<file path="src/rtl/ksa_pkg.sv">
package ksa_pkg;

  // Default sizes
  localparam int QUEUE_DEPTH_DEF    = 32;
  localparam int ITEM_QUEUE_DEPTH   = 2;
  localparam int RESULT_QUEUE_DEPTH = 4;

  // Result kinds
  localparam logic KIND_CHAR = 1'b0;
  localparam logic KIND_CMD  = 1'b1;

  // Keyboard command that sets the LEDs
  localparam logic [7:0] LED_CMD = 8'hed;

  // Scan codes with a meaning of their own
  localparam logic [7:0] SC_LSHIFT_MAKE  = 8'h2a;
  localparam logic [7:0] SC_RSHIFT_MAKE  = 8'h36;
  localparam logic [7:0] SC_LSHIFT_BREAK = 8'haa;
  localparam logic [7:0] SC_RSHIFT_BREAK = 8'hb6;
  localparam logic [7:0] SC_CAPS_LOCK    = 8'h3a;
  localparam logic [7:0] SC_NUM_LOCK     = 8'h45;
  localparam logic [7:0] SC_SCROLL_LOCK  = 8'h46;
  localparam logic [7:0] SC_ACK          = 8'hfa;
  localparam logic [7:0] SC_RESEND       = 8'hfe;

  typedef enum logic [3:0] {
    CL_NONE,
    CL_LSHIFT_MAKE,
    CL_RSHIFT_MAKE,
    CL_LSHIFT_BREAK,
    CL_RSHIFT_BREAK,
    CL_CAPS,
    CL_NUM,
    CL_SCROLL,
    CL_ACK,
    CL_RESEND
  } ksa_class_t;

  // Classified scan code handed from front to back
  typedef struct packed {
    ksa_class_t  cls;
    logic [7:0]  plain_ch;
    logic [7:0]  shift_ch;
  } ksa_item_t;

  typedef struct packed {
    logic        kind;
    logic [7:0]  value;
    logic        last;
  } ksa_result_t;

  typedef enum logic [1:0] {
    ST_EXEC,
    ST_LED2,
    ST_CFG2,
    ST_SEND
  } ksa_state_t;

endpackage

</file>
<file path="src/rtl/ksa_fifo.sv">
module ksa_fifo import ksa_pkg::*; #(
  parameter int DEPTH = ITEM_QUEUE_DEPTH,
  parameter int WIDTH = 8
) (
  input  logic             clk,
  input  logic             rst,
  input  logic             wr_en,
  input  logic [WIDTH-1:0] wr_data,
  output logic             full,
  input  logic             rd_en,
  output logic [WIDTH-1:0] rd_data,
  output logic             empty
);

  localparam int AW = (DEPTH > 1) ? $clog2(DEPTH) : 1;
  localparam int CW = $clog2(DEPTH + 1);

  logic [WIDTH-1:0] mem [DEPTH];
  logic [AW-1:0]    wr_ptr;
  logic [AW-1:0]    rd_ptr;
  logic [CW-1:0]    count;
  logic             do_wr;
  logic             do_rd;

  assign full    = (count == CW'(DEPTH));
  assign empty   = (count == '0);
  assign do_wr   = wr_en && !full;
  assign do_rd   = rd_en && !empty;
  assign rd_data = mem[rd_ptr];

  // Store the incoming word
  always_ff @(posedge clk) begin
    if (do_wr) begin
      mem[wr_ptr] <= wr_data;
    end
  end

  // Advance pointers and fill level
  always_ff @(posedge clk) begin
    if (rst) begin
      wr_ptr <= '0;
      rd_ptr <= '0;
      count  <= '0;
    end else begin
      if (do_wr) begin
        wr_ptr <= (wr_ptr == AW'(DEPTH - 1)) ? '0 : wr_ptr + 1'b1;
      end
      if (do_rd) begin
        rd_ptr <= (rd_ptr == AW'(DEPTH - 1)) ? '0 : rd_ptr + 1'b1;
      end
      if (do_wr && !do_rd) begin
        count <= count + 1'b1;
      end else if (do_rd && !do_wr) begin
        count <= count - 1'b1;
      end
    end
  end

endmodule

</file>
<file path="src/rtl/ksa_front.sv">
module ksa_front import ksa_pkg::*; (
  input  logic       push,
  input  logic [7:0] scan_code,
  output logic       full,
  input  logic       q_full,
  output logic       q_push,
  output ksa_item_t  q_item
);

  localparam logic [7:0] PLAIN_MAP [128] = '{
    8'h00, 8'h00, 8'h31, 8'h32, 8'h33, 8'h34, 8'h35, 8'h36,
    8'h37, 8'h38, 8'h39, 8'h30, 8'h2d, 8'h5e, 8'h08, 8'h00,
    8'h51, 8'h57, 8'h45, 8'h52, 8'h54, 8'h59, 8'h55, 8'h49,
    8'h4f, 8'h50, 8'h40, 8'h5b, 8'h0a, 8'h00, 8'h41, 8'h53,
    8'h44, 8'h46, 8'h47, 8'h48, 8'h4a, 8'h4b, 8'h4c, 8'h3b,
    8'h3a, 8'h00, 8'h00, 8'h5d, 8'h5a, 8'h58, 8'h43, 8'h56,
    8'h42, 8'h4e, 8'h4d, 8'h2c, 8'h2e, 8'h2f, 8'h00, 8'h2a,
    8'h00, 8'h20, 8'h00, 8'h00, 8'h00, 8'h00, 8'h00, 8'h00,
    8'h00, 8'h00, 8'h00, 8'h00, 8'h00, 8'h00, 8'h00, 8'h37,
    8'h38, 8'h39, 8'h2d, 8'h34, 8'h35, 8'h36, 8'h2b, 8'h31,
    8'h32, 8'h33, 8'h30, 8'h2e, 8'h00, 8'h00, 8'h00, 8'h00,
    8'h00, 8'h00, 8'h00, 8'h00, 8'h00, 8'h00, 8'h00, 8'h00,
    8'h00, 8'h00, 8'h00, 8'h00, 8'h00, 8'h00, 8'h00, 8'h00,
    8'h00, 8'h00, 8'h00, 8'h00, 8'h00, 8'h00, 8'h00, 8'h00,
    8'h00, 8'h00, 8'h00, 8'h5c, 8'h00, 8'h00, 8'h00, 8'h00,
    8'h00, 8'h00, 8'h00, 8'h00, 8'h00, 8'h5c, 8'h00, 8'h00
  };

  localparam logic [7:0] SHIFT_MAP [128] = '{
    8'h00, 8'h00, 8'h21, 8'h22, 8'h23, 8'h24, 8'h25, 8'h26,
    8'h27, 8'h28, 8'h29, 8'h7e, 8'h3d, 8'h7e, 8'h08, 8'h00,
    8'h51, 8'h57, 8'h45, 8'h52, 8'h54, 8'h59, 8'h55, 8'h49,
    8'h4f, 8'h50, 8'h60, 8'h7b, 8'h0a, 8'h00, 8'h41, 8'h53,
    8'h44, 8'h46, 8'h47, 8'h48, 8'h4a, 8'h4b, 8'h4c, 8'h2b,
    8'h2a, 8'h00, 8'h00, 8'h7d, 8'h5a, 8'h58, 8'h43, 8'h56,
    8'h42, 8'h4e, 8'h4d, 8'h3c, 8'h3e, 8'h3f, 8'h00, 8'h2a,
    8'h00, 8'h20, 8'h00, 8'h00, 8'h00, 8'h00, 8'h00, 8'h00,
    8'h00, 8'h00, 8'h00, 8'h00, 8'h00, 8'h00, 8'h00, 8'h37,
    8'h38, 8'h39, 8'h2d, 8'h34, 8'h35, 8'h36, 8'h2b, 8'h31,
    8'h32, 8'h33, 8'h30, 8'h2e, 8'h00, 8'h00, 8'h00, 8'h00,
    8'h00, 8'h00, 8'h00, 8'h00, 8'h00, 8'h00, 8'h00, 8'h00,
    8'h00, 8'h00, 8'h00, 8'h00, 8'h00, 8'h00, 8'h00, 8'h00,
    8'h00, 8'h00, 8'h00, 8'h00, 8'h00, 8'h00, 8'h00, 8'h00,
    8'h00, 8'h00, 8'h00, 8'h5f, 8'h00, 8'h00, 8'h00, 8'h00,
    8'h00, 8'h00, 8'h00, 8'h00, 8'h00, 8'h7c, 8'h00, 8'h00
  };

  assign full   = q_full;
  assign q_push = push && !q_full;

  // Look up both characters and classify the codes that change state;
  // break codes and keyboard replies carry no character
  always_comb begin
    q_item.plain_ch = scan_code[7] ? 8'h00 : PLAIN_MAP[scan_code[6:0]];
    q_item.shift_ch = scan_code[7] ? 8'h00 : SHIFT_MAP[scan_code[6:0]];
    unique case (scan_code)
      SC_LSHIFT_MAKE:  q_item.cls = CL_LSHIFT_MAKE;
      SC_RSHIFT_MAKE:  q_item.cls = CL_RSHIFT_MAKE;
      SC_LSHIFT_BREAK: q_item.cls = CL_LSHIFT_BREAK;
      SC_RSHIFT_BREAK: q_item.cls = CL_RSHIFT_BREAK;
      SC_CAPS_LOCK:    q_item.cls = CL_CAPS;
      SC_NUM_LOCK:     q_item.cls = CL_NUM;
      SC_SCROLL_LOCK:  q_item.cls = CL_SCROLL;
      SC_ACK:          q_item.cls = CL_ACK;
      SC_RESEND:       q_item.cls = CL_RESEND;
      default:         q_item.cls = CL_NONE;
    endcase
  end

endmodule

</file>
<file path="src/rtl/ksa_back.sv">
module ksa_back import ksa_pkg::*; #(
  parameter int QUEUE_DEPTH = QUEUE_DEPTH_DEF
) (
  input  logic        clk,
  input  logic        rst,
  input  logic        item_valid,
  input  ksa_item_t   item,
  output logic        item_pop,
  input  logic        cfg_valid,
  output logic        cfg_ready,
  input  logic [2:0]  cfg_leds,
  input  logic        out_full,
  output logic        out_push,
  output ksa_result_t out_word
);

  localparam int AW = $clog2(QUEUE_DEPTH);
  localparam int CW = AW + 1;
  localparam logic [AW+1:0] DEPTH_S = (AW + 2)'(QUEUE_DEPTH);
  localparam logic [7:0] ASCII_A  = 8'h41;
  localparam logic [7:0] ASCII_Z  = 8'h5a;
  localparam logic [7:0] CASE_BIT = 8'h20;

  ksa_state_t state, state_next;
  logic [1:0] shift_held, shift_held_next;
  logic [2:0] led_bits, led_bits_next;
  logic       ack_pending, ack_pending_next;
  logic [7:0] sent_byte, sent_byte_next;
  logic [AW-1:0] head, head_next;
  logic [CW-1:0] count, count_next;

  logic [7:0]    cmd_mem [QUEUE_DEPTH];
  logic [7:0]    head_data;
  logic [AW+1:0] tail_sum;
  logic [AW-1:0] tail;
  logic          wr_en;
  logic [7:0]    wr_data;
  logic          deq;
  logic          room;

  logic [7:0] sel_ch;
  logic [7:0] ch;
  logic       fold;
  logic       resend;
  logic       first_valid;
  logic       is_led;
  logic       ack_after;
  logic       will_send;
  logic       need_out;
  ksa_result_t first_word;
  ksa_result_t send_word;

  assign room     = (count != CW'(QUEUE_DEPTH));
  assign tail_sum = {2'b00, head} + {1'b0, count};
  assign tail     = (tail_sum >= DEPTH_S) ? AW'(tail_sum - DEPTH_S) : AW'(tail_sum);
  assign cfg_ready = (state == ST_EXEC) && !item_valid;

  // Character selection and fold to lower case
  always_comb begin
    sel_ch = (shift_held != 2'b00) ? item.shift_ch : item.plain_ch;
    fold   = (sel_ch >= ASCII_A) && (sel_ch <= ASCII_Z) &&
             (led_bits[2] == (shift_held != 2'b00));
    ch     = fold ? (sel_ch | CASE_BIT) : sel_ch;
  end

  // Decide what the current word produces
  always_comb begin
    resend      = (item.cls == CL_RESEND) && ack_pending;
    first_valid = (ch != 8'h00) || resend;
    is_led      = (item.cls == CL_CAPS) || (item.cls == CL_NUM) || (item.cls == CL_SCROLL);
    ack_after   = (item.cls == CL_ACK) ? 1'b0 : ack_pending;
    will_send   = !ack_after && ((count != '0) || is_led);
    need_out    = first_valid || (!is_led && will_send);
    first_word.kind  = resend ? KIND_CMD : KIND_CHAR;
    first_word.value = resend ? sent_byte : ch;
    first_word.last  = !will_send;
    send_word.kind   = KIND_CMD;
    send_word.value  = head_data;
    send_word.last   = 1'b1;
  end

  // Sequence each word: execute, queue LED bytes, send a queued byte
  always_comb begin
    state_next       = state;
    shift_held_next  = shift_held;
    led_bits_next    = led_bits;
    ack_pending_next = ack_pending;
    sent_byte_next   = sent_byte;
    item_pop         = 1'b0;
    out_push         = 1'b0;
    out_word         = send_word;
    wr_en            = 1'b0;
    wr_data          = LED_CMD;
    deq              = 1'b0;
    unique case (state)
      ST_EXEC: begin
        if (item_valid) begin
          if (!need_out || !out_full) begin
            item_pop = 1'b1;
            case (item.cls)
              CL_LSHIFT_MAKE:  shift_held_next = shift_held | 2'b01;
              CL_RSHIFT_MAKE:  shift_held_next = shift_held | 2'b10;
              CL_LSHIFT_BREAK: shift_held_next = shift_held & 2'b10;
              CL_RSHIFT_BREAK: shift_held_next = shift_held & 2'b01;
              CL_CAPS:         led_bits_next   = led_bits ^ 3'b100;
              CL_NUM:          led_bits_next   = led_bits ^ 3'b010;
              CL_SCROLL:       led_bits_next   = led_bits ^ 3'b001;
              CL_ACK:          ack_pending_next = 1'b0;
              default:         ;
            endcase
            if (is_led) begin
              wr_en      = room;
              state_next = ST_LED2;
              if (first_valid) begin
                out_push = 1'b1;
                out_word = first_word;
              end
            end else if (first_valid) begin
              out_push = 1'b1;
              out_word = first_word;
              if (will_send) begin
                state_next = ST_SEND;
              end
            end else if (will_send) begin
              out_push         = 1'b1;
              deq              = 1'b1;
              ack_pending_next = 1'b1;
              sent_byte_next   = head_data;
            end
          end
        end else if (cfg_valid) begin
          led_bits_next = cfg_leds;
          wr_en         = room;
          state_next    = ST_CFG2;
        end
      end
      ST_LED2: begin
        wr_en      = room;
        wr_data    = {5'b00000, led_bits};
        state_next = ST_SEND;
      end
      ST_CFG2: begin
        wr_en      = room;
        wr_data    = {5'b00000, led_bits};
        state_next = ST_EXEC;
      end
      ST_SEND: begin
        if ((count != '0) && !ack_pending) begin
          if (!out_full) begin
            out_push         = 1'b1;
            deq              = 1'b1;
            ack_pending_next = 1'b1;
            sent_byte_next   = head_data;
            state_next       = ST_EXEC;
          end
        end else begin
          state_next = ST_EXEC;
        end
      end
      default: state_next = ST_EXEC;
    endcase
  end

  // Queue pointer and level updates
  always_comb begin
    head_next = head;
    if (deq) begin
      head_next = (head == AW'(QUEUE_DEPTH - 1)) ? '0 : head + 1'b1;
    end
    count_next = count;
    if (wr_en) begin
      count_next = count + 1'b1;
    end else if (deq) begin
      count_next = count - 1'b1;
    end
  end

  // Command memory; the head entry is read ahead, write-first
  always_ff @(posedge clk) begin
    if (wr_en) begin
      cmd_mem[tail] <= wr_data;
    end
    if (wr_en && (tail == head_next)) begin
      head_data <= wr_data;
    end else begin
      head_data <= cmd_mem[head_next];
    end
  end

  // Hold control state
  always_ff @(posedge clk) begin
    if (rst) begin
      state       <= ST_EXEC;
      shift_held  <= '0;
      led_bits    <= '0;
      ack_pending <= 1'b0;
      sent_byte   <= '0;
      head        <= '0;
      count       <= '0;
    end else begin
      state       <= state_next;
      shift_held  <= shift_held_next;
      led_bits    <= led_bits_next;
      ack_pending <= ack_pending_next;
      sent_byte   <= sent_byte_next;
      head        <= head_next;
      count       <= count_next;
    end
  end

endmodule

</file>
<file path="src/rtl/keyboard_scancode_to_ascii_top.sv">
// Scan code set 1 to ASCII translator with keyboard LED command queue.
// Input: raw keyboard bytes on scan_code, taken when push is high and full low.
// Results: kind/value/last, shown while empty is low and taken with pop.
// kind 0 is a character, kind 1 a byte for the keyboard; last marks the final
// result caused by one input word.
// Configuration: initial_leds is written when cfg_valid and cfg_ready are both
// high; it loads the LED bits and queues the LED command and LED byte.
// A character or resent byte enters the result queue when its word is taken;
// a lock key passes the execute, LED and send states in that order, and its
// command byte is sent from the send state when no acknowledge is awaited.
// A new word is taken only in the execute state: a word that gives at most
// one result stays there; a character followed by a queued byte passes the
// send state, and a lock key the LED and send states, as the single write
// port of the command memory takes the command and LED byte in turn.
// A two-word input queue parts the classifier from the executing sequencer,
// and a four-word result queue lets input continue while pop is held low;
// when the result queue fills, the sequencer holds and the input queue fills.
// Reset clears shift state, LEDs, acknowledge wait and both queues.
module keyboard_scancode_to_ascii_top import ksa_pkg::*; #(
  parameter int QUEUE_DEPTH = QUEUE_DEPTH_DEF
) (
  input  logic       clk,
  input  logic       rst,
  input  logic       push,
  output logic       full,
  input  logic [7:0] scan_code,
  input  logic       cfg_valid,
  output logic       cfg_ready,
  input  logic [2:0] initial_leds,
  output logic       empty,
  input  logic       pop,
  output logic       kind,
  output logic [7:0] value,
  output logic       last
);

  localparam int ItemW = $bits(ksa_item_t);
  localparam int ResW  = $bits(ksa_result_t);

  logic        q_full;
  logic        q_push;
  ksa_item_t   q_item;
  logic        item_empty;
  logic        item_pop;
  logic [ItemW-1:0] item_bits;
  ksa_item_t   item;
  logic        out_full;
  logic        out_push;
  ksa_result_t out_word;
  logic [ResW-1:0] res_bits;
  ksa_result_t res;

  ksa_front u_front (
    .push      (push),
    .scan_code (scan_code),
    .full      (full),
    .q_full    (q_full),
    .q_push    (q_push),
    .q_item    (q_item)
  );

  ksa_fifo #(
    .DEPTH (ITEM_QUEUE_DEPTH),
    .WIDTH (ItemW)
  ) u_item_queue (
    .clk     (clk),
    .rst     (rst),
    .wr_en   (q_push),
    .wr_data (q_item),
    .full    (q_full),
    .rd_en   (item_pop),
    .rd_data (item_bits),
    .empty   (item_empty)
  );

  assign item = ksa_item_t'(item_bits);

  ksa_back #(
    .QUEUE_DEPTH (QUEUE_DEPTH)
  ) u_back (
    .clk        (clk),
    .rst        (rst),
    .item_valid (!item_empty),
    .item       (item),
    .item_pop   (item_pop),
    .cfg_valid  (cfg_valid),
    .cfg_ready  (cfg_ready),
    .cfg_leds   (initial_leds),
    .out_full   (out_full),
    .out_push   (out_push),
    .out_word   (out_word)
  );

  ksa_fifo #(
    .DEPTH (RESULT_QUEUE_DEPTH),
    .WIDTH (ResW)
  ) u_result_queue (
    .clk     (clk),
    .rst     (rst),
    .wr_en   (out_push),
    .wr_data (out_word),
    .full    (out_full),
    .rd_en   (pop),
    .rd_data (res_bits),
    .empty   (empty)
  );

  // Unpack the oldest result
  assign res   = ksa_result_t'(res_bits);
  assign kind  = res.kind;
  assign value = res.value;
  assign last  = res.last;

endmodule
</file>
<file path="config.mk">
export PLATFORM = sky130hd
export DESIGN_NAME = keyboard_scancode_to_ascii_top
export DESIGN_NICKNAME = d
export VERILOG_FILES = /design/src/rtl/ksa_pkg.sv /design/src/rtl/ksa_fifo.sv /design/src/rtl/ksa_front.sv /design/src/rtl/ksa_back.sv /design/src/rtl/keyboard_scancode_to_ascii_top.sv
export SDC_FILE = /design/constraint.sdc
export NUM_CORES = 1
export LEC_CHECK = 0
export BUFFER_PORTS_ARGS = -buffer_cell sky130_fd_sc_hd__buf_2
export CORE_ASPECT_RATIO = 1.1
export CORE_MARGIN = 4
export CORE_UTILIZATION = 63
export CTS_CLUSTER_DIAMETER = 30
export DETAILED_ROUTE_END_ITERATION = 6
export MAX_ROUTING_LAYER = met4
export PLACE_DENSITY = 0.8
export SYNTH_ARGS = -nofsm -noshare
export SYNTH_HDL_FRONTEND = slang
export SYNTH_SLANG_ARGS = --single-unit
export TNS_END_PERCENT = 5
</file>
<file path="constraint.sdc">
create_clock -name clk -period 3.6 [get_ports clk]
set_input_delay 0.36 -clock clk [delete_from_list [all_inputs] [get_ports clk]]
set_output_delay 0.36 -clock clk [all_outputs]
set_load 0.01 [all_outputs]
</file>
==> flow_summary.yaml, run 1 <==
critical_path:
  crit_end: "u_back.count[5]"
  path_class: "register to register"
  slowest_stage: "or4_1"
  rrSetupSlack_ns: 0.19
  crit_chain: "buf_4 > or3b_1 > a211o_1 > nor2_1 > o31a_2 > nor2_4 > buf_4 > ha_1 > a21oi_1 > o21ai_0 > nand3_1 > mux2i_1 > or4_1"
  critPathMaxStageDelay_ns: 0.50
  r2r_cells: 13
  crit_path_end_kind: "register"
  cp_common_cell: "buf_4"
  cp_data_arrival_time_ns: 3.78
  startpoint_type: "register"
  r2r-end: "u_back.count[5]"
  path_max_fanout: 13
  crit_required_ns: 3.98
logic_synthesis:
  yosys_warnings: 0
  synth_edf_count: 204
  syn_avg_cell_area_um2: 12.9
  mappedNetlistArea_mm2: 0.0121
  synth_cells: 939
  ys_seq_area_frac: 0.577
  async_reset_ff_frac: 0
  synth-seq-cells: 246
  synth_cell_type_count: 76
  synth_ff_type: "edfxtp_1"
  syn-num-nets: 991
sta:
  slew_viol_final: 0
  worst_slew_pin_slew_ns: 1.25
  fin_crit_ns: 3.41
  finalClockSkew_ns: 0.0390
  setup_viol: 0
  max_freq_mhz: 293
  hold_ws_ns: 0.260
  finalCritPeriodShare: 0.947
  grt_setup_unrepaired: "no"
  max-slew-margin-rel: 0.163
  fin_tns_setup_ns: 0
  finalHoldViolCount: 0
finish:
  drive_above_1_share: 0.204
  diodes: 0
  layout_commonest_cell: "edfxtp_1"
  layout_common_cells: "edfxtp_1, nand2_1, a21oi_1, nor2_1, nor3_1"
  syn2layout_area_growth_pct: 14.0
  fin_nets: 1050
  final_cell_count_no_fill: 1266
detailed_routing:
  viasPerCell: 6.71
  ant_nets: 0
  drc: 0
  drtIter0Drc: 966
  post_drt_wl_per_cell_um: 23.3
  wirelength_mm: 29.5
  route.vias.total: 8501
  first_pass_iters: 6
placed_design:
  port_buffers: 28
  dp_hpwl_mm: 18.9
  dp.cells: 1204
  place_congestion: 1.03
die:
  die-width_um: 140
  start_util: 0.649
  fp.dieH_um: 153
  io_pins: 29
  placementRows: 52
  die-area_mm2: 0.0214
  core_area_mm2: 0.0186
pwr:
  leakagePower_uw: 0.00485
  p_clk_frac: 0.307
  p_switching_uw: 3550
  p_comb_frac: 0.306
  power_frac_seq: 0.388
  total_power_uw: 10500
  switching_share: 0.338
  powerDensity_mw_per_mm2: 765
  p_int_uw: 6960
  peakVddDrop_mv: 0.599
global_route:
  grt_pass1_wl_mm: 46.9
  grt_pass1_vias: 8450
  grtUsageTotal: 0.284
  grt_max_degree: 40
  antenna_found_initial: 0
  grt-ovfl-total: 0
min_path:
  hold_class: "primary input to register"
flow_run:
  max-cap-violations: 0
status:
  status: "finished, final reports clean"
clocking:
  root_buffer: "clkbuf_16"
  htreeDepth: 2
  clk_latency_ns: 0.53
  path_clk_slew_ns: 0.05
  hold_buffers: 0
  tritoncts: "done"
  clkSinkCount: 246
  clockBufferDepth: 3
  cts_buffers: 35
==> sequential cells by signal (all words and copies together), names as in the netlist, 3 cells and up, named ones only <==
register              flops
u_item_queue.mem         36
u_back.cmd_mem          128
u_back.led_bits           3
u_back.count              6
u_result_queue.count      3
u_result_queue.mem       40
u_back.head               5
u_back.sent_byte          4
==> critical path, delay by kind of cell, from the launching register on <==
family	cells	cell delay, ns
compound gates	4	0.94
fa+ha+maj	1	0.34
buf+inv	2	0.35
flops	1	0.39
mux	1	0.08
simple gates	5	1.18
==> power by group through the flow <==
stage          clock [uW]  sequential (uW)  combinational [uW]
2_1_floorplan           0             3980                2230
3_3_place_gp            0             4080                2960
3_5_place_dp            0             4120                3080
4_1_cts              3240             4080                3150
5_1_grt              3400             4120                3480
6_report             3230             4080                3210
==> worst min-delay path by stage <==
| stage | from | endpoint | slack (ns) | cells past startpoint |
|---|---|---|---|---|
| 6_report | push | u_item_queue.wr_ptr | 0.26 | 4 |
| 5_1_grt | push | u_item_queue.wr_ptr | 0.32 | 4 |
| 4_1_cts | push | u_item_queue.wr_ptr | 0.26 | 4 |
| 3_5_place_dp | u_back.shift_held[0] | u_back.shift_held[0] | 0.49 | 2 |
| 3_3_place_gp | u_back.shift_held[0] | u_back.shift_held[0] | 0.47 | 2 |
| 2_1_floorplan | u_back.shift_held[0] | u_back.shift_held[0] | 0.46 | 2 |
==> what timing repair did <==
item | 4_1_cts | 5_1_grt
buffers inserted | 0 | 0
resized for setup | 0 | 1
endpoints found under the setup margin | 0 | 1
==> final cells by class <==
type | count | area (um^2)
clock buffers | 41 | 930
clock inverters | 21 | 176
fillers | 1137 | 4850
inverters | 26 | 97.6
multi-input cells | 615 | 4780
flip-flops and latches | 246 | 6970
well taps | 243 | 304
repair buffers | 74 | 498
==> routing by layer <==
metal  vias up  wire, um  GRT usage
met1      4143     11000      0.353
met4         0       950     0.0863
met5         -         0          -
li1       3732         -          -
met2       518     15200      0.485
met3       108      2340     0.0463
==> per-stage QoR <==
step	setup slack, ns	instance area, um^2	util
2_1_floorplan	0.323	12100	-
3_3_place_gp	0.192	12600	0.680
3_5_place_dp	0.130	12600	0.680
4_1_cts	0.111	13800	0.739
5_1_grt	0.0166	13800	0.739
6_report	0.191	13800	0.739
==> synth_stat cells (7+ instances only) <==
master	instances	area, um^2
xor2_1	9	78.8
a21oi_1	65	325
ha_1	33	413
nand3_1	21	105
mux4_2	54	1220
edfxtp_1	204	6130
buf_2	9	45.0
nand2_1	77	289
clkbuf_1	29	109
nor3_1	58	290
inv_1	24	90.1
nor2b_1	9	56.3
xnor2_1	7	61.3
nand2b_1	14	87.6
o21ai_1	7	35.0
buf_1	11	41.3
and2_1	13	81.3
a31oi_1	12	75.1
dfxtp_1	42	841
nor2_1	64	240
mux2i_1	22	220
o21ai_0	30	150
==> kinds of logic (layout without fill, tap and decap cells) <==
logic type	count (synthesis)	count (layout)	synth area share
compound gates	185	185	0.0994
flops	246	246	0.577
buf+inv	78	162	0.0267
fa+ha+maj	36	36	0.0392
xor+xnor	16	16	0.0116
mux	82	82	0.126
simple gates	296	296	0.120
Note: power is estimated with default switching activity, not from simulation.
==> run 2: changes to the inputs <==
- CORE_UTILIZATION: 63 -> 50
- PLACE_DENSITY: 0.8 -> 0.66
==> run 2 against run 1 <==
Against the previous run:
- hold slack worse by 0.019 ns
- routed wire length down 10%
- via count shrank 6.3%
- critical path depth decreased by 1
- largest cell class unchanged
- combinational power decreased by 3%
- die area is 24% higher
- cell count up 6.6%
- cell area up 2.6%
- non-clock buffer count increased by 10
- register-to-register slack better by 0.15 ns
- largest power group unchanged
- core utilization shrank 14 points
- clock power rose by 12%
==> flow_summary.yaml, run 2 (synthesized netlist as in run 1, its figures left out) <==
die:
  fp.dieH_um: 171
  die-area_mm2: 0.0267
  placementRows: 59
  io_pins: 29
  start_util: 0.509
  die-width_um: 156
  core_area_mm2: 0.0237
global_route:
  grt_pass1_vias: 7854
  grt_pass1_wl_mm: 42.6
  grt-ovfl-total: 0
  grtUsageTotal: 0.207
  antenna_found_initial: 1
  grt_max_degree: 40
min_path:
  hold_class: "primary input to register"
critical_path:
  startpoint_type: "register"
  path_class: "register to register"
  cp_data_arrival_time_ns: 3.64
  slowest_stage: "or4_1"
  crit_chain: "nor4_1 > a22oi_1 > o32a_2 > nor3_2 > nor2_4 > ha_1 > a21o_1 > a21oi_1 > o21ai_1 > nand3_1 > mux2i_1 > or4_1"
  crit_required_ns: 3.98
  path_max_fanout: 4
  critPathMaxStageDelay_ns: 0.50
  crit_path_end_kind: "register"
status:
  status: "finished, final reports clean"
clocking:
  path_clk_slew_ns: 0.06
  clockBufferDepth: 3
  root_buffer: "clkbuf_16"
  clkSinkCount: 246
  post_cts_resized: 0
  clk_latency_ns: 0.51
  post_cts_buffers: 0
  cts_buffers: 39
  hold_buffers: 0
  tritoncts: "done"
  htreeDepth: 2
finish:
  drive_above_1_share: 0.221
  final_cell_count_no_fill: 1349
  largest_reg_flops: 128
  fin_util: 0.596
  reg_top3: "u_back.cmd_mem: 128 flops, u_result_queue.mem: 40 flops, u_item_queue.mem: 36 flops"
  syn2layout_area_growth_pct: 16.9
  layout_commonest_cell: "edfxtp_1"
  layout_common_cells: "edfxtp_1, nand2_1, a21oi_1, nor2_1, nor3_1"
  fin_nets: 1064
  largest-register: "u_back.cmd_mem"
sta:
  worst_slew_pin_slew_ns: 1.13
  slew_viol_final: 0
  fin_crit_ns: 3.26
  fin_tns_setup_ns: 0
  finalClockSkew_ns: 0.0114
  grt_setup_unrepaired: "no"
  max-slew-margin-rel: 0.243
  finalCritPeriodShare: 0.906
  setup_viol: 0
  finalHoldViolCount: 0
  worst_slack_ns: 0.338
  max_freq_mhz: 307
detailed_routing:
  drc: 0
  drtIter0Drc: 599
  post_drt_wl_per_cell_um: 19.6
  ant_nets: 0
  first_pass_iters: 7
  viasPerCell: 5.91
  wirelength_mm: 26.4
  route.vias.total: 7968
pwr:
  powerDensity_mw_per_mm2: 763
  leakagePower_uw: 0.00498
  total_power_uw: 10800
  peakVddDrop_mv: 0.311
placed_design:
  dp_hpwl_mm: 18.3
  port_buffers: 28
  dp.cells: 1276
  place_congestion: 0.920
  place_ws_ns: 0.179
flow_run:
  max-cap-violations: 0
run 2: changes by cell type in the layout (fill, tap and decap cells not counted), moves of 2 or more:
cell | previous run | this run
buf_4 | 45 | 55
clkbuf_1 | 4 | 2
clkbuf_16 | 36 | 40
clkinv_2 | 7 | 4
clkinv_8 | 0 | 4
clkinvlp_4 | 3 | 7
inv_8 | 0 | 2
run 2: path summary, 6_finish.rpt:
kind | cells after the start | from | slack (ns) | to
worst min register to register | 2 | u_back.shift_held[0] | 0.50 | u_back.shift_held[0]
worst max register to register | 12 | u_item_queue.mem[1][1] | 0.34 | u_back.count[5]
worst max-delay path | 12 | u_item_queue.mem[1][1] | 0.34 | u_back.count[5]
worst min-delay path | 4 | push | 0.24 | u_item_queue.wr_ptr
run 2: power by group:
part,leakage (uW),total (uW),switching (uW),internal [uW]
Combinational,0.00216,3110,1900,1210
Sequential,0.00221,4040,230,3810
Clock,0.000620,3620,1390,2230
Total,0.00498,10800,3520,7250
run 2: critical path: cells and delay by family (launching register included):
family	cells	cell delay, ns
adders and majority gates	1	0.28
AOI/OAI and AO/OA	5	1.15
muxes	1	0.08
and+or+nand+nor	5	1.23
DFF	1	0.40
run 2: final cells by class:
cell class,count,area (um^2)
antenna,1,2.50
clock buffer,42,1010
clock inverter,30,302
fill,1845,9580
inverter,26,97.6
multi-input combinational,615,4780
sequential,246,6970
tap,305,382
timing repair buffer,84,573
run 2: stage by stage:
step / hold WS [ns] / instance area (um^2)
global route: 0.276 / 14100
floorplan: 0.460 / 12100
CTS: 0.234 / 14100
global placement: 0.482 / 12800
detailed placement: 0.484 / 12800
finish: 0.240 / 14100
run 2: per-layer routing:
layer	GRT usage	routed length, um
met1	0.272	11400
met2	0.334	12900
met3	0.0430	1590
met5	-	0
met4	0.0536	545
==> run 3: changes to the inputs <==
==> constraint.sdc (replaced) <==
create_clock -name clk -period 3.6 [get_ports clk]
set_input_delay 0.36 -clock clk [delete_from_list [all_inputs] [get_ports clk]]
set_output_delay 0.36 -clock clk [all_outputs]
set_load 0.1 [all_outputs]
==> run 3 against run 2 <==
Against the previous run:
- flip-flop and latch count did not move
- largest power group unchanged
- core utilization rose by 0.17 points
- sequential power barely moved
- maximum frequency fell by 0.76%
- hold slack got worse by 0.0042 ns
- highest routed layer unchanged
- clock skew rose by 0.0073 ns
- via count rose by 0.30%
- cell area rose by 0.29%
- die area did not move
- global-route usage fell by 0.13 points
- routed wire length fell by 0.83%
- clock-buffer cell count did not move
==> flow_summary.yaml, run 3 (synthesized netlist as in run 1, its figures left out) <==
detailed_routing:
  viasPerCell: 5.93
  first_pass_iters: 5
  post_drt_wl_per_cell_um: 19.5
  ant_nets: 0
  drtIter0Drc: 591
  drc: 0
  wirelength_mm: 26.2
  route.vias.total: 7992
global_route:
  antenna_found_initial: 0
  grt_pass1_vias: 7891
  grt-ovfl-total: 0
  grt_max_degree: 38
  grtUsageTotal: 0.206
  grt_pass1_wl_mm: 42.5
status:
  status: "finished, final reports clean"
die:
  placementRows: 59
  die-width_um: 156
  start_util: 0.509
  die-area_mm2: 0.0267
  core_area_mm2: 0.0237
  io_pins: 29
  fp.dieH_um: 171
clocking:
  clk_latency_ns: 0.52
  clkSinkCount: 246
  htreeDepth: 2
  post_cts_buffers: 0
  path_clk_slew_ns: 0.05
  tritoncts: "done"
  cts_buffers: 39
  hold_buffers: 0
  post_cts_resized: 0
  root_buffer: "clkbuf_16"
  clockBufferDepth: 3
finish:
  final_cell_count_no_fill: 1347
  layout_common_cells: "edfxtp_1, nand2_1, nor2_1, a21oi_1, nor3_1"
  stdcell_area_mm2: 0.0142
  diodes: 0
  drive_above_1_share: 0.220
  seq_area_mm2: 0.00697
  reg_top3: "u_back.cmd_mem: 128 flops, u_result_queue.mem: 40 flops, u_item_queue.mem: 36 flops"
  largest_reg_flops: 128
  syn2layout_area_growth_pct: 17.3
  fin_nets: 1063
  layout_commonest_cell: "edfxtp_1"
  largest-register: "u_back.cmd_mem"
  multi_input_area_mm2: 0.00479
  fill_cells: 1813
critical_path:
  path_class: "register to register"
  cp_data_arrival_time_ns: 3.67
  startpoint_type: "register"
  path_max_fanout: 11
  crit_required_ns: 3.98
  crit_path_end_kind: "register"
sta:
  hold_ws_ns: 0.236
  max_freq_mhz: 304
  slew_viol_final: 0
  setup_viol: 0
  finalHoldViolCount: 0
  fin_tns_setup_ns: 0
  grt_setup_unrepaired: "no"
  max-slew-margin-rel: 0.235
  finalClockSkew_ns: 0.0187
  fin_crit_ns: 3.29
  finalCritPeriodShare: 0.913
  worst_slew_pin_slew_ns: 1.14
placed_design:
  port_buffers: 28
  dp_hpwl_mm: 18.1
  placed_area_mm2: 0.0128
  place_congestion: 0.913
  dp.cells: 1275
min_path:
  hold_start: "push"
  hold_class: "primary input to register"
pwr:
  total_power_uw: 11500
  powerDensity_mw_per_mm2: 810
  peakVddDrop_mv: 0.362
  leakagePower_uw: 0.00501
flow_run:
  max-cap-violations: 0
run 3: cell count changes in the layout (fill, tap and decap cells not counted), moves of 2 or more:
cell        delta
clkinv_2       -3
inv_6          +3
bufinv_16      +2
clkinv_8       -3
inv_8          +2
clkinvlp_4     -4
run 3: layout make-up:
cell class | count | share of cell area
clock buffer | 42 | 0.0697
clock inverter | 30 | 0.0254
inverter | 26 | 0.00689
multi-input combinational | 615 | 0.339
sequential | 246 | 0.492
tap | 305 | 0.0270
timing repair buffer | 83 | 0.0400
run 3: worst max-delay path, stage by stage (launching register included):
cell     delay, ns
dfxtp_2       0.38
buf_4         0.21
nor3_1        0.19
a22oi_1       0.10
o32a_2        0.43
nor3_4        0.24
nor2_4        0.07
buf_4         0.15
ha_1          0.34
a21oi_2       0.18
o21ai_1       0.15
nand3_1       0.11
mux2i_1       0.08
or4_1         0.50
run 3: power by group:
group / internal (uW) / switching [uW]
sequential: 3810 / 235
clock: 2350 / 1390
combinational: 1210 / 2490
total: 7360 / 4110
run 3: path summary, 6_finish.rpt:
kind / to / cells past startpoint / slack, ns
worst min register to register: u_back.shift_held[0] / 2 / 0.50
worst min-delay path: u_item_queue.wr_ptr / 4 / 0.24
worst max register to register: u_back.count[5] / 13 / 0.31
worst max-delay path: u_back.count[5] / 13 / 0.31
run 3: per-layer routing:
metal,routed length (um),part of all wire,GRT usage
met1,11500,0.44,0.284
met5,0,0,-
met3,1570,0.060,0.0357
met4,539,0.021,0.0623
met2,12600,0.48,0.318
run 3: through the flow:
stage / util / setup slack [ns]
4_1_cts: 0.597 / 0.0494
2_1_floorplan: - / 0.323
5_1_grt: 0.597 / 0.0960
3_3_place_gp: 0.540 / 0.175
3_5_place_dp: 0.540 / 0.0620
6_report: 0.597 / 0.313
